## config.mk

```make
export PLATFORM = sky130hd
export DESIGN_NAME = mips_elf_relocation_patcher
export DESIGN_NICKNAME = d
export VERILOG_FILES = /design/src/sv/mrp_pkg.sv /design/src/sv/mrp_ram.sv /design/src/sv/mrp_alu.sv /design/src/sv/mips_elf_relocation_patcher.sv
export SDC_FILE = /design/constraint.sdc
export NUM_CORES = 2
export LEC_CHECK = 0
export ABC_AREA = 1
export BUFFER_PORTS_ARGS = -buffer_cell sky130_fd_sc_hd__buf_4
export CAP_MARGIN = 20
export CORE_ASPECT_RATIO = 0.6
export CORE_MARGIN = 5
export CORE_UTILIZATION = 36
export CTS_BUF_LIST = sky130_fd_sc_hd__clkbuf_8 sky130_fd_sc_hd__clkbuf_16
export DETAILED_ROUTE_END_ITERATION = 6
export GPL_TIMING_DRIVEN = 0
export HOLD_SLACK_MARGIN = 0.1
export PLACE_DENSITY_LB_ADDON = 0.1
export SETUP_SLACK_MARGIN = 0.15
export SYNTH_ARGS = -nofsm -noshare
export SYNTH_HDL_FRONTEND = slang
export SYNTH_SLANG_ARGS = --single-unit
```

## constraint.sdc

```tcl
create_clock -name clock -period 13 [get_ports clock]
set_clock_uncertainty 0.2 [all_clocks]
set_input_delay 2.6 -clock clock [delete_from_list [all_inputs] [get_ports clock]]
set_output_delay 2.6 -clock clock [all_outputs]
set_load 0.02 [all_outputs]
```

## src/sv/mrp_pkg.sv

```systemverilog
// Shared types and constants for the MIPS ELF relocation patcher.
// No dependencies; used by mrp_alu and the top level.

package mrp_pkg;

   localparam int WORD_W     = 32;
   localparam int TYPE_W     = 8;
   localparam int REQ_DATA_W = 4 * WORD_W;
   localparam int REQ_USER_W = TYPE_W + 1;
   localparam int RSP_DATA_W = 2 * WORD_W;
   localparam int RSP_USER_W = 1;

   localparam logic [TYPE_W-1:0] TYPE_WORD32 = 8'd2;
   localparam logic [TYPE_W-1:0] TYPE_JUMP26 = 8'd4;
   localparam logic [TYPE_W-1:0] TYPE_HI16   = 8'd5;
   localparam logic [TYPE_W-1:0] TYPE_LO16   = 8'd6;

   localparam logic [WORD_W-1:0] JUMP_KEEP_MASK  = 32'hFC00_0000;
   localparam logic [WORD_W-1:0] JUMP_FIELD_MASK = 32'h03FF_FFFF;
   localparam logic [WORD_W-1:0] HI_KEEP_MASK    = 32'hFFFF_0000;
   localparam logic [WORD_W-1:0] LO_MASK         = 32'h0000_FFFF;

   localparam logic STATUS_OK    = 1'b0;
   localparam logic STATUS_ERROR = 1'b1;

   localparam logic CMD_APPLY   = 1'b0;
   localparam logic CMD_SECTION = 1'b1;

   typedef enum logic {
      ALU_ADD = 1'b0,
      ALU_SUB = 1'b1
   } alu_op_type;

   typedef enum logic [4:0] {
      S_IDLE  = 5'b00001,
      S_VALUE = 5'b00010,
      S_EXEC  = 5'b00100,
      S_WALK  = 5'b01000,
      S_LAST  = 5'b10000
   } state_type;

endpackage

```

## src/sv/mrp_ram.sv

```systemverilog
// Generic single-write, single-read RAM with registered read data.
// No dependencies; holds the pending HI16 queue.

module mrp_ram #(
   parameter int WIDTH = 96,
   parameter int DEPTH = 32
) (
   input  logic                                    clock,
   input  logic                                    wr_en,
   input  logic [((DEPTH > 1) ? $clog2(DEPTH) : 1)-1:0] wr_addr,
   input  logic [WIDTH-1:0]                        wr_data,
   input  logic [((DEPTH > 1) ? $clog2(DEPTH) : 1)-1:0] rd_addr,
   output logic [WIDTH-1:0]                        rd_data
);

   logic [WIDTH-1:0] mem_ff [DEPTH];
   logic [WIDTH-1:0] rd_data_ff;

   always_ff @(posedge clock) begin
      if (wr_en) begin
         mem_ff[wr_addr] <= wr_data;
      end
      rd_data_ff <= mem_ff[rd_addr];
   end

   assign rd_data = rd_data_ff;

endmodule

```

## src/sv/mrp_alu.sv

```systemverilog
// Shared 32-bit adder/subtractor used by the value, execute and queue-walk steps of the sequencer.
// Depends on mrp_pkg for the word width and the operation codes.

module mrp_alu (
   input  mrp_pkg::alu_op_type              op,
   input  logic [mrp_pkg::WORD_W-1:0]       a,
   input  logic [mrp_pkg::WORD_W-1:0]       b,
   output logic [mrp_pkg::WORD_W-1:0]       sum
);

   import mrp_pkg::*;

   logic [WORD_W-1:0] b_op;
   logic              carry_in;

   always_comb begin
      unique case (op)
         ALU_ADD: begin
            b_op     = b;
            carry_in = 1'b0;
         end
         ALU_SUB: begin
            b_op     = ~b;
            carry_in = 1'b1;
         end
         default: begin
            b_op     = b;
            carry_in = 1'b0;
         end
      endcase
   end

   assign sum = a + b_op + {{(WORD_W-1){1'b0}}, carry_in};

endmodule

```

## src/sv/mips_elf_relocation_patcher.sv

```systemverilog
// MIPS ELF32 relocation patcher: WORD32, JUMP26, HI16/LO16 pairing with a HI16 queue.
// Depends on mrp_pkg, mrp_alu and mrp_ram.
//
//  channel | direction | tdata (low bit up)                           | tuser / tlast
//  req     | in        | location, target_word, symbol_address, addend | tuser: command, reloc_type
//  rsp     | out       | patch_location, patch_word                    | tuser: status; tlast: last
//
// An item is taken only in the idle state; req_tready drops until its work is done.
// WORD32, JUMP26, error and HI16 items pass through the value and execute states; new-section is handled in idle.
// LO16 adds a queue walk over the queued HI16 entries, one entry per cycle unless a held result stalls it.
// Each result held in the output register stalls the sequencer until it is taken.
// Reset empties the queue count; queue storage needs no clearing.

module mips_elf_relocation_patcher #(
   parameter int QUEUE_DEPTH = 32
) (
   input  logic                              clock,
   input  logic                              reset,
   input  logic                              req_tvalid,
   output logic                              req_tready,
   // location, target_word, symbol_address, addend
   input  logic [mrp_pkg::REQ_DATA_W-1:0]    req_tdata,
   // command, reloc_type
   input  logic [mrp_pkg::REQ_USER_W-1:0]    req_tuser,
   output logic                              rsp_tvalid,
   input  logic                              rsp_tready,
   // patch_location, patch_word
   output logic [mrp_pkg::RSP_DATA_W-1:0]    rsp_tdata,
   // status
   output logic [mrp_pkg::RSP_USER_W-1:0]    rsp_tuser,
   output logic                              rsp_tlast
);

   import mrp_pkg::*;

   localparam int IDX_W   = (QUEUE_DEPTH > 1) ? $clog2(QUEUE_DEPTH) : 1;
   localparam int CNT_W   = $clog2(QUEUE_DEPTH + 1);
   localparam int ENTRY_W = 3 * WORD_W;

   state_type          state_ff, state_in;
   logic [TYPE_W-1:0]  type_ff, type_in;
   logic [WORD_W-1:0]  loc_ff, loc_in;
   logic [WORD_W-1:0]  word_ff, word_in;
   logic [WORD_W-1:0]  sym_ff, sym_in;
   logic [WORD_W-1:0]  add_ff, add_in;
   logic [WORD_W-1:0]  value_ff, value_in;
   logic [CNT_W-1:0]   count_ff, count_in;
   logic [CNT_W-1:0]   keep_ff, keep_in;
   logic [IDX_W-1:0]   idx_ff, idx_in;

   logic               rsp_valid_ff, rsp_valid_in;
   logic [WORD_W-1:0]  rsp_loc_ff, rsp_loc_in;
   logic [WORD_W-1:0]  rsp_word_ff, rsp_word_in;
   logic               rsp_status_ff, rsp_status_in;
   logic               rsp_last_ff, rsp_last_in;

   logic [IDX_W-1:0]   rd_addr;
   logic [ENTRY_W-1:0] rd_data;
   logic [WORD_W-1:0]  rd_loc, rd_word, rd_value;
   logic               wr_en;
   logic [IDX_W-1:0]   wr_addr;
   logic [ENTRY_W-1:0] wr_data;

   alu_op_type         alu_op;
   logic [WORD_W-1:0]  alu_a, alu_b, alu_sum;

   logic [WORD_W-1:0]  lo_ext;
   logic               hit;
   logic               out_free;
   logic               rsp_load;
   logic               walk_last;
   logic               req_accept;

   mrp_ram #(
      .WIDTH (ENTRY_W),
      .DEPTH (QUEUE_DEPTH)
   ) u_queue (
      .clock   (clock),
      .wr_en   (wr_en),
      .wr_addr (wr_addr),
      .wr_data (wr_data),
      .rd_addr (rd_addr),
      .rd_data (rd_data)
   );

   mrp_alu u_alu (
      .op  (alu_op),
      .a   (alu_a),
      .b   (alu_b),
      .sum (alu_sum)
   );

   assign rd_loc   = rd_data[WORD_W-1:0];
   assign rd_word  = rd_data[2*WORD_W-1:WORD_W];
   assign rd_value = rd_data[3*WORD_W-1:2*WORD_W];

   assign lo_ext    = {{(WORD_W/2){value_ff[WORD_W/2-1]}}, value_ff[WORD_W/2-1:0]};
   assign hit       = (rd_value == value_ff);
   assign out_free  = !rsp_valid_ff || rsp_tready;
   assign walk_last = ((CNT_W'(idx_ff) + CNT_W'(1)) == count_ff);

   assign req_tready = (state_ff == S_IDLE);
   assign req_accept = req_tvalid && req_tready;

   always_comb begin
      state_in      = state_ff;
      type_in       = type_ff;
      loc_in        = loc_ff;
      word_in       = word_ff;
      sym_in        = sym_ff;
      add_in        = add_ff;
      value_in      = value_ff;
      count_in      = count_ff;
      keep_in       = keep_ff;
      idx_in        = idx_ff;
      rsp_load      = 1'b0;
      rsp_loc_in    = rsp_loc_ff;
      rsp_word_in   = rsp_word_ff;
      rsp_status_in = rsp_status_ff;
      rsp_last_in   = rsp_last_ff;
      rd_addr       = '0;
      wr_en         = 1'b0;
      wr_addr       = count_ff[IDX_W-1:0];
      wr_data       = {value_ff, word_ff, loc_ff};
      alu_op        = ALU_ADD;
      alu_a         = sym_ff;
      alu_b         = add_ff;

      unique case (state_ff)
         S_IDLE: begin
            if (req_tvalid) begin
               type_in = req_tuser[TYPE_W:1];
               loc_in  = req_tdata[WORD_W-1:0];
               word_in = req_tdata[2*WORD_W-1:WORD_W];
               sym_in  = req_tdata[3*WORD_W-1:2*WORD_W];
               add_in  = req_tdata[4*WORD_W-1:3*WORD_W];
               if (req_tuser[0] == CMD_SECTION) begin
                  count_in = '0;
               end else begin
                  state_in = S_VALUE;
               end
            end
         end
         S_VALUE: begin
            value_in = alu_sum;
            state_in = S_EXEC;
         end
         S_EXEC: begin
            alu_a = word_ff;
            alu_b = value_ff;
            case (type_ff)
               TYPE_WORD32: begin
                  if (out_free) begin
                     rsp_load      = 1'b1;
                     rsp_loc_in    = loc_ff;
                     rsp_word_in   = alu_sum;
                     rsp_status_in = STATUS_OK;
                     rsp_last_in   = 1'b1;
                     state_in      = S_IDLE;
                  end
               end
               TYPE_JUMP26: begin
                  if (out_free) begin
                     rsp_load      = 1'b1;
                     rsp_loc_in    = loc_ff;
                     rsp_word_in   = (word_ff & JUMP_KEEP_MASK) |
                                     ({2'b00, value_ff[WORD_W-1:2]} & JUMP_FIELD_MASK);
                     rsp_status_in = STATUS_OK;
                     rsp_last_in   = 1'b1;
                     state_in      = S_IDLE;
                  end
               end
               TYPE_HI16: begin
                  // drop the entry when the queue is full
                  if (count_ff < CNT_W'(QUEUE_DEPTH)) begin
                     wr_en    = 1'b1;
                     count_in = count_ff + CNT_W'(1);
                  end
                  state_in = S_IDLE;
               end
               TYPE_LO16: begin
                  idx_in  = '0;
                  keep_in = '0;
                  rd_addr = '0;
                  if (count_ff == '0) begin
                     state_in = S_LAST;
                  end else begin
                     state_in = S_WALK;
                  end
               end
               default: begin
                  if (out_free) begin
                     rsp_load      = 1'b1;
                     rsp_loc_in    = loc_ff;
                     rsp_word_in   = word_ff;
                     rsp_status_in = STATUS_ERROR;
                     rsp_last_in   = 1'b1;
                     state_in      = S_IDLE;
                  end
               end
            endcase
         end
         S_WALK: begin
            alu_op = ALU_SUB;
            alu_a  = rd_value;
            alu_b  = lo_ext;
            if (hit && !out_free) begin
               // hold the entry on the read port until the result slot frees
               rd_addr = idx_ff;
            end else begin
               if (hit) begin
                  rsp_load      = 1'b1;
                  rsp_loc_in    = rd_loc;
                  rsp_word_in   = (rd_word & HI_KEEP_MASK) |
                                  {{(WORD_W/2){1'b0}}, alu_sum[WORD_W-1:WORD_W/2]};
                  rsp_status_in = STATUS_OK;
                  rsp_last_in   = 1'b0;
               end else begin
                  // compact: move the kept entry down to the keep slot
                  wr_en   = 1'b1;
                  wr_addr = keep_ff[IDX_W-1:0];
                  wr_data = rd_data;
                  keep_in = keep_ff + CNT_W'(1);
               end
               if (walk_last) begin
                  count_in = keep_in;
                  state_in = S_LAST;
               end else begin
                  idx_in  = idx_ff + IDX_W'(1);
                  rd_addr = idx_in;
               end
            end
         end
         S_LAST: begin
            if (out_free) begin
               rsp_load      = 1'b1;
               rsp_loc_in    = loc_ff;
               rsp_word_in   = (word_ff & HI_KEEP_MASK) | (value_ff & LO_MASK);
               rsp_status_in = STATUS_OK;
               rsp_last_in   = 1'b1;
               state_in      = S_IDLE;
            end
         end
         default: begin
            state_in = S_IDLE;
         end
      endcase

      if (rsp_load) begin
         rsp_valid_in = 1'b1;
      end else if (rsp_tready) begin
         rsp_valid_in = 1'b0;
      end else begin
         rsp_valid_in = rsp_valid_ff;
      end
   end

   always_ff @(posedge clock) begin
      if (reset) begin
         state_ff     <= S_IDLE;
         count_ff     <= '0;
         rsp_valid_ff <= 1'b0;
      end else begin
         state_ff     <= state_in;
         count_ff     <= count_in;
         rsp_valid_ff <= rsp_valid_in;
      end
   end

   always_ff @(posedge clock) begin
      type_ff       <= type_in;
      loc_ff        <= loc_in;
      word_ff       <= word_in;
      sym_ff        <= sym_in;
      add_ff        <= add_in;
      value_ff      <= value_in;
      keep_ff       <= keep_in;
      idx_ff        <= idx_in;
      rsp_loc_ff    <= rsp_loc_in;
      rsp_word_ff   <= rsp_word_in;
      rsp_status_ff <= rsp_status_in;
      rsp_last_ff   <= rsp_last_in;
   end

   assign rsp_tvalid = rsp_valid_ff;
   assign rsp_tdata  = {rsp_word_ff, rsp_loc_ff};
   assign rsp_tuser  = rsp_status_ff;
   assign rsp_tlast  = rsp_last_ff;

   a_count_bound: assert property (@(posedge clock) disable iff (reset)
      count_ff <= CNT_W'(QUEUE_DEPTH))
      else $error("queue count exceeds depth");

   a_keep_behind: assert property (@(posedge clock) disable iff (reset)
      (state_ff == S_WALK) |-> (keep_ff <= CNT_W'(idx_ff)))
      else $error("compaction slot ahead of walk index");

   a_walk_nonempty: assert property (@(posedge clock) disable iff (reset)
      (state_ff == S_WALK) |-> (count_ff != '0))
      else $error("queue walk on an empty queue");

   a_no_overrun: assert property (@(posedge clock) disable iff (reset)
      rsp_load |-> out_free)
      else $error("result register overwritten before transfer");

   a_section_clears: assert property (@(posedge clock) disable iff (reset)
      (req_accept && (req_tuser[0] == CMD_SECTION)) |=> (count_ff == '0))
      else $error("new section did not empty the queue");

endmodule
```

== Word level (Yosys, flattened, before mapping) ==
Memories as Yosys holds them, arrays and structs flattened. A register that Yosys moved wholly into a read port is not among the register bits.
Index checks and enable logic that the tools add are counted.
Word-level totals
  register bits after elaboration: 257
  latch bits: 0
  memory bits (writable): 3072
  bits in read-only memories: 0
  logic and storage cells: 145
  memories kept: 1
Memories
  u_queue.mem_ff: words 32, width 96, read ports 1, clocked after memory_dff 1, wr ports 1, RTL line mrp_ram.sv:16  | logic [WIDTH-1:0] mem_ff [DEPTH];
Operators by class
  $add $sub $neg: 6
  multiply operators: 0
  div/mod/pow operators: 0
  magnitude comparators: 1
  equal/unequal tests: 25
  shift-type cells: 0
  multiplexer cells: 73
  bitwise gates (word level): 5
  reduce and logical (&&, ||, !) cells: 19
Operators by type and width (number)
  $mux W32: 10
  $mux W96: 3
  $pmux W32 S3: 3
  $pmux W32 S2: 3
  $mux W5: 15
  $or A32 B16 Y32: 2
  $mux W6: 9
  $add A32 B1 Y32: 1
  $add A32 B32 Y32: 1
  $eq A32 B32 Y1: 1
  $not A32 Y32: 1
  $or A32 B26 Y32: 1
  $pmux W5 S5: 1
  $eq A8 B3 Y1 const B: 3
  $ne A2 B2 Y1 const B: 12
  $pmux W5 S2: 2
  $mux W1: 19
  $pmux W6 S3: 1
  $add A6 B1 Y6 const B: 2
  $pmux W6 S2: 1
  $reduce_and A4 Y1: 3
  $pmux W1 S3: 3
  $eq A8 B2 Y1 const B: 1
  $reduce_and A7 Y1: 1
  24 further kinds: 30

== Logic depth before layout (Yosys ltp) ==
  word-level depth: 10
  depth in mapped cells: 28
  gate-level depth less buffers: 25

== Modules after synthesis ==
From an unflattened synthesis, not the netlist that was laid out.
Second synthesis, totals
  cell total of the unflattened synthesis: 11884
  area total of the unflattened synthesis: 140050.6 um2
Modules (own cells, without submodules)
  mrp_ram: instances 1, cells an instance 10128, area each 124997.4 um2
  mips_elf_relocation_patcher: instances 1, cells an instance 1301, area each 12574.6 um2
  mrp_alu: instances 1, cells an instance 455, area each 2478.6 um2

== Worst setup path after synthesis ==
OpenSTA, ideal clock, no wires.
  path kind: input to register
  start: input port req_tvalid
  end: register add_ff[0] (enable)
  setup time: 634 ps
  arrival time: 8238 ps
  setup slack: 3928 ps
  stages on the path: 2
  path buffers: 0
  cell sequence: inv_1 -> nor2_1
On the way
  word-level cells in the longest chain between the ends: 1
RTL lines
  from (decl): RTL line mips_elf_relocation_patcher.sv:19  | input logic req_tvalid,
  $reduce_and A2 Y1 (no source line)
  to (signal assigned): RTL line mips_elf_relocation_patcher.sv:275  | add_ff <= add_in;
  to (decl): RTL line mips_elf_relocation_patcher.sv:45  | logic [WORD_W-1:0] add_ff, add_in;
Every way passes these cells.
A chain may end at the register's enable or synchronous reset.

== Worst setup path after layout ==
  start: register state_ff[0]
  end: register rsp_word_ff[18], data pin
On the way
  word-level cells in the longest chain between the ends: 9
  elaborated cells on any way between the ends: 15
  those cells by class: add/sub (2); eq/ne (3); mux (8); bitwise (2)
RTL lines
  from (decl): RTL line mips_elf_relocation_patcher.sv:40  | state_type state_ff, state_in;
  from (signal assigned): RTL line mips_elf_relocation_patcher.sv:264  | state_ff <= state_in;
  $eq A5 B4 Y1 / $eq A5 B3 Y1 (equally long branches): RTL line mips_elf_relocation_patcher.sv:129  | unique case (state_ff)
  $pmux W32 S2 / $mux W1 (equally long branches): RTL line mips_elf_relocation_patcher.sv:129
  $not A32 Y32 / $not A1 Y1 (equally long branches): RTL line mrp_alu.sv:23, mrp_alu.sv:17
  $pmux W32 S2: RTL line mrp_alu.sv:17  | unique case (op)
  $add A32 B32 Y32: RTL line mrp_alu.sv:33  | assign sum = a + b_op + {{(WORD_W-1){1'b0}}, carry_in};
  $add A32 B1 Y32 *: RTL line mrp_alu.sv:33
  named net alu_sum[18]: RTL line mips_elf_relocation_patcher.sv:65  | logic [WORD_W-1:0] alu_a, alu_b, alu_sum;
  $mux W32 *: RTL line mips_elf_relocation_patcher.sv:153  | if (out_free) begin
  $pmux W32 S3 *: RTL line mips_elf_relocation_patcher.sv:151  | case (type_ff)
  $pmux W32 S3 *: RTL line mips_elf_relocation_patcher.sv:129
  named net rsp_word_in[18]: RTL line mips_elf_relocation_patcher.sv:53  | logic [WORD_W-1:0] rsp_word_ff, rsp_word_in;
  to (signal assigned): RTL line mips_elf_relocation_patcher.sv:280  | rsp_word_ff <= rsp_word_in;
  to (decl): RTL line mips_elf_relocation_patcher.sv:53
The timed path passes the listed nets; every way through them passes the cells marked *. The select of a mux whose other input is x is not followed.

==> impl_results.md <==
- Postcts setup bufs: 0
- Fraction of registers with async set/reset: 0
- Total overflow reported by the global router: 0
- Clk_lat worst skew: 0.94 ns
- Worst setup path category: flip-flop to flip-flop
- Failing checks: design-rule violations
- Initial DRC count: 16.7k
- DRT antenna net count: 0
- Via count: 95.7k
- Hold Path Depth: 2
- Outcome: complete, but fails checks
- # DRC: 20
- RR Endpoint: rsp_word_ff[18]
- Fill count: 31.4k
- R2r startpoint: state_ff[0]
- Die ar.: 349000 um^2
- Setup violation total in the final timing report: 0
- Total CTS buffers: 297
- Post-cts sizing count: 0
- Final GP Congestion: 0.966
- Vias per cell: 5.90
- Antenna violations before repair: 74
- Post-synth EDFFs: 2805
- Syn_nets: 10.8k
- Post-synthesis cell count: 10.6k
- Layout cell share with drive strength beyond 1: 0.129
- RSZ-0062 raised after global routing: false
- CP Cell Sequence: nor2_1 > nand3_1 > inv_1 > buf_2 > clkbuf_2 > clkbuf_1 > clkbuf_1 > nand2_1 > nand3_1 > ha_1 > nand3_1 > nand2_1 > a21oi_1 > o21ai_0 > a21boi_1 > buf_6 > o21ai_0 > xor2_1 > nand2_1 > o211ai_1 > nand2_1 > nand3_1
- Total Power: 24.6 mW
- Synth-to-Final Area Change: 19.2%
- Final Instance Area: 145000 um^2
- Worst Path Required: 13.56 ns
- Routed len/inst: 37.1 um
- Slew headroom: 0.101
- Sequential area share after synthesis: 0.709
- DP Worst Slack: 4.44 ns
- Tcrit/Tclk final: 0.701
- Die W: 760 um
- Synth Register Bits: 2897
- Crit-path max FO: 10
- Total track usage: 0.334
- Most frequent cells in the layout: edfxtp_1, nand2_1, nand3_1, inv_1, nand4_1
- Post-synth cell types: 50
- Synth top area share: 0.694
- CTS tree: yes
- Area leader, netlist: edfxtp_1
- Fmax: 110 MHz
- Cts hold-fix bufs: 0
- Core area: 336000 um^2
- Critical hold path startpoint: loc_ff[20]
- First-pass GRT wire length: 787000 um
- Worst-Margin Slew: 1.34 ns
- Synth Cell Area: 121000 um^2
- Startpoint Class: flip-flop
- Slew Limit Fails: 0
- Top cells by area, synth: edfxtp_1, nand3_1, nand2_1
- Top delay family on crit path: buffers and inverters
- Port bufs: 208
- Final WL: 601000 um
- Htree depth: 5
- Worst-path clk slew: 0.06 ns
- Worst R2R Setup Slack: 3.89 ns
- Final nets: 11.6k
- Top-Level Pins: 209
- Final hold vios: 0
- Commonest non-fill, non-tap cell in the layout: edfxtp_1
- DIE HEIGHT: 460 um
- Row cnt: 165
- Final Critical Period: 9.11 ns
- TritonRoute pass-1 iters: 7
- Worst Reg-to-Reg Cells: 22
- MaxCap Viol Count: 0
- Worst hold path type: flip-flop to flip-flop
- Vias in the first global route: 85.3k
- Hold WS: 0.361 ns
- Mapped Avg Cell Area: 11.5 um^2
- Critical Path End Type: flip-flop
- Final Core Density: 0.430
- Fin worst setup slack: 3.89 ns
- Pin count of the biggest net entering global routing: 35
- Dominant synthesized flop cell: edfxtp_1
- Maximum VDD drop: 0.000102 V
- Arrival time of the worst setup path: 9.67 ns
- Hold Path Sink: rsp_loc_ff[20]
- Clock Path Buffers: 4
- WP buf/inv: 6
- Root buf cell: clkbuf_16
- Slowest cell on the critical path: xor2_1
- Placed standard-cell area: 135000 um^2
- Leak Pwr: 53.5 nW
- Worst path max stage delay: 0.95 ns
- HPWL after detailed placement: 443000 um
- Yosys synthesis warning count: 0
- Power per Cell Area: 170 nW/um^2
- Initial cell density of the core: 0.361
- Sink Count: 2897
stage by stage:
step	cells	TNS, ns
floorplan	10596	0
global route	16146	0
finish	16212	0
global placement	15313	-4036.47
CTS	16121	0
detailed placement	15594	0
final cells by class:
type	instances	area [um^2]	share of cell area
multi-input cells	6301	30000	0.208
inverters	682	2560	0.0177
flip-flops and latches	2897	86100	0.595
repair buffers	494	7240	0.0501
plain buffers	716	3530	0.0244
diodes	86	215	0.00149
clock buffers	318	7820	0.0541
well taps	4509	5640	0.0390
clock inverters	209	1510	0.0104
routing by layer:
layer  part of all wire  global-route usage  vias to the layer above
met1               0.45               0.521                    48559
met5            0.00024                   0                        -
met2               0.37               0.419                     7007
met3               0.15               0.131                      766
li1                   -                   -                    39360
met4              0.027              0.0906                       22
cell usage after synthesis, types with 3 or more instances:
| cell | n |
|---|---|
| edfxtp_1 | 2805 |
| nand2_1 | 2757 |
| nand3_1 | 2449 |
| inv_1 | 663 |
| nand4_1 | 489 |
| buf_2 | 340 |
| clkbuf_1 | 239 |
| o21ai_0 | 170 |
| nor2_1 | 131 |
| dfxtp_1 | 92 |
| buf_4 | 84 |
| a21oi_1 | 77 |
| o211ai_1 | 49 |
| buf_1 | 38 |
| ha_1 | 34 |
| o22ai_1 | 22 |
| xnor2_1 | 18 |
| xor2_1 | 17 |
| nor3_1 | 16 |
| inv_2 | 10 |
| a31oi_1 | 9 |
| clkbuf_4 | 9 |
| clkinv_1 | 8 |
| and2_1 | 6 |
| buf_6 | 6 |
| nand3b_1 | 6 |
| o21a_1 | 6 |
| a21boi_0 | 4 |
| o21bai_1 | 4 |
| a211oi_1 | 3 |
| a21o_1 | 3 |
| a22oi_1 | 3 |
| nand2_2 | 3 |
| nand3_2 | 3 |
| nor2_2 | 3 |
| o221ai_1 | 3 |
state kept, by name (all words and copies together), names as in the netlist:
signal / cells
add_ff: 32
count_ff: 6
idx_ff: 5
keep_ff: 6
loc_ff: 32
rsp_loc_ff: 32
rsp_tlast: 1
rsp_tuser: 1
rsp_tvalid: 1
rsp_word_ff: 32
state_ff: 5
sym_ff: 32
type_ff: 8
u_queue.mem_ff: 2560
u_queue.rd_data: 80
value_ff: 32
word_ff: 32
tightest hold or removal path, cell delays in order, from the launching register on:
cell,delay [ns]
edfxtp_1,0.34
nand2_1,0.05
o21ai_0,0.06
power breakdown:
group	internal, mW	switching (mW)
clock network	4.71	3.90
registers	11.1	0.165
logic	1.08	3.59
total	16.9	7.65
worst max path at each step:
stage | cells after the start | endpoint | startpoint
2_1_floorplan | 2 | add_ff[0] | req_tvalid
3_3_place_gp | 14 | u_queue.mem_ff[13][24] | value_ff[5]
3_5_place_dp | 22 | rsp_word_ff[18] | state_ff[0]
4_1_cts | 22 | rsp_word_ff[18] | state_ff[0]
5_1_grt | 25 | rsp_word_ff[26] | state_ff[0]
6_report | 22 | rsp_word_ff[18] | state_ff[0]
kinds of logic after synthesis:
| family | synth area share |
|---|---|
| flip-flops | 0.709 |
| XOR/XNOR | 0.00253 |
| adder cells (fa/ha/maj) | 0.00367 |
| buffers and inverters | 0.0500 |
| AND/OR/NAND/NOR | 0.218 |
| AO/OA/AOI/OAI | 0.0170 |
Note: power is estimated with default switching activity, not from simulation.
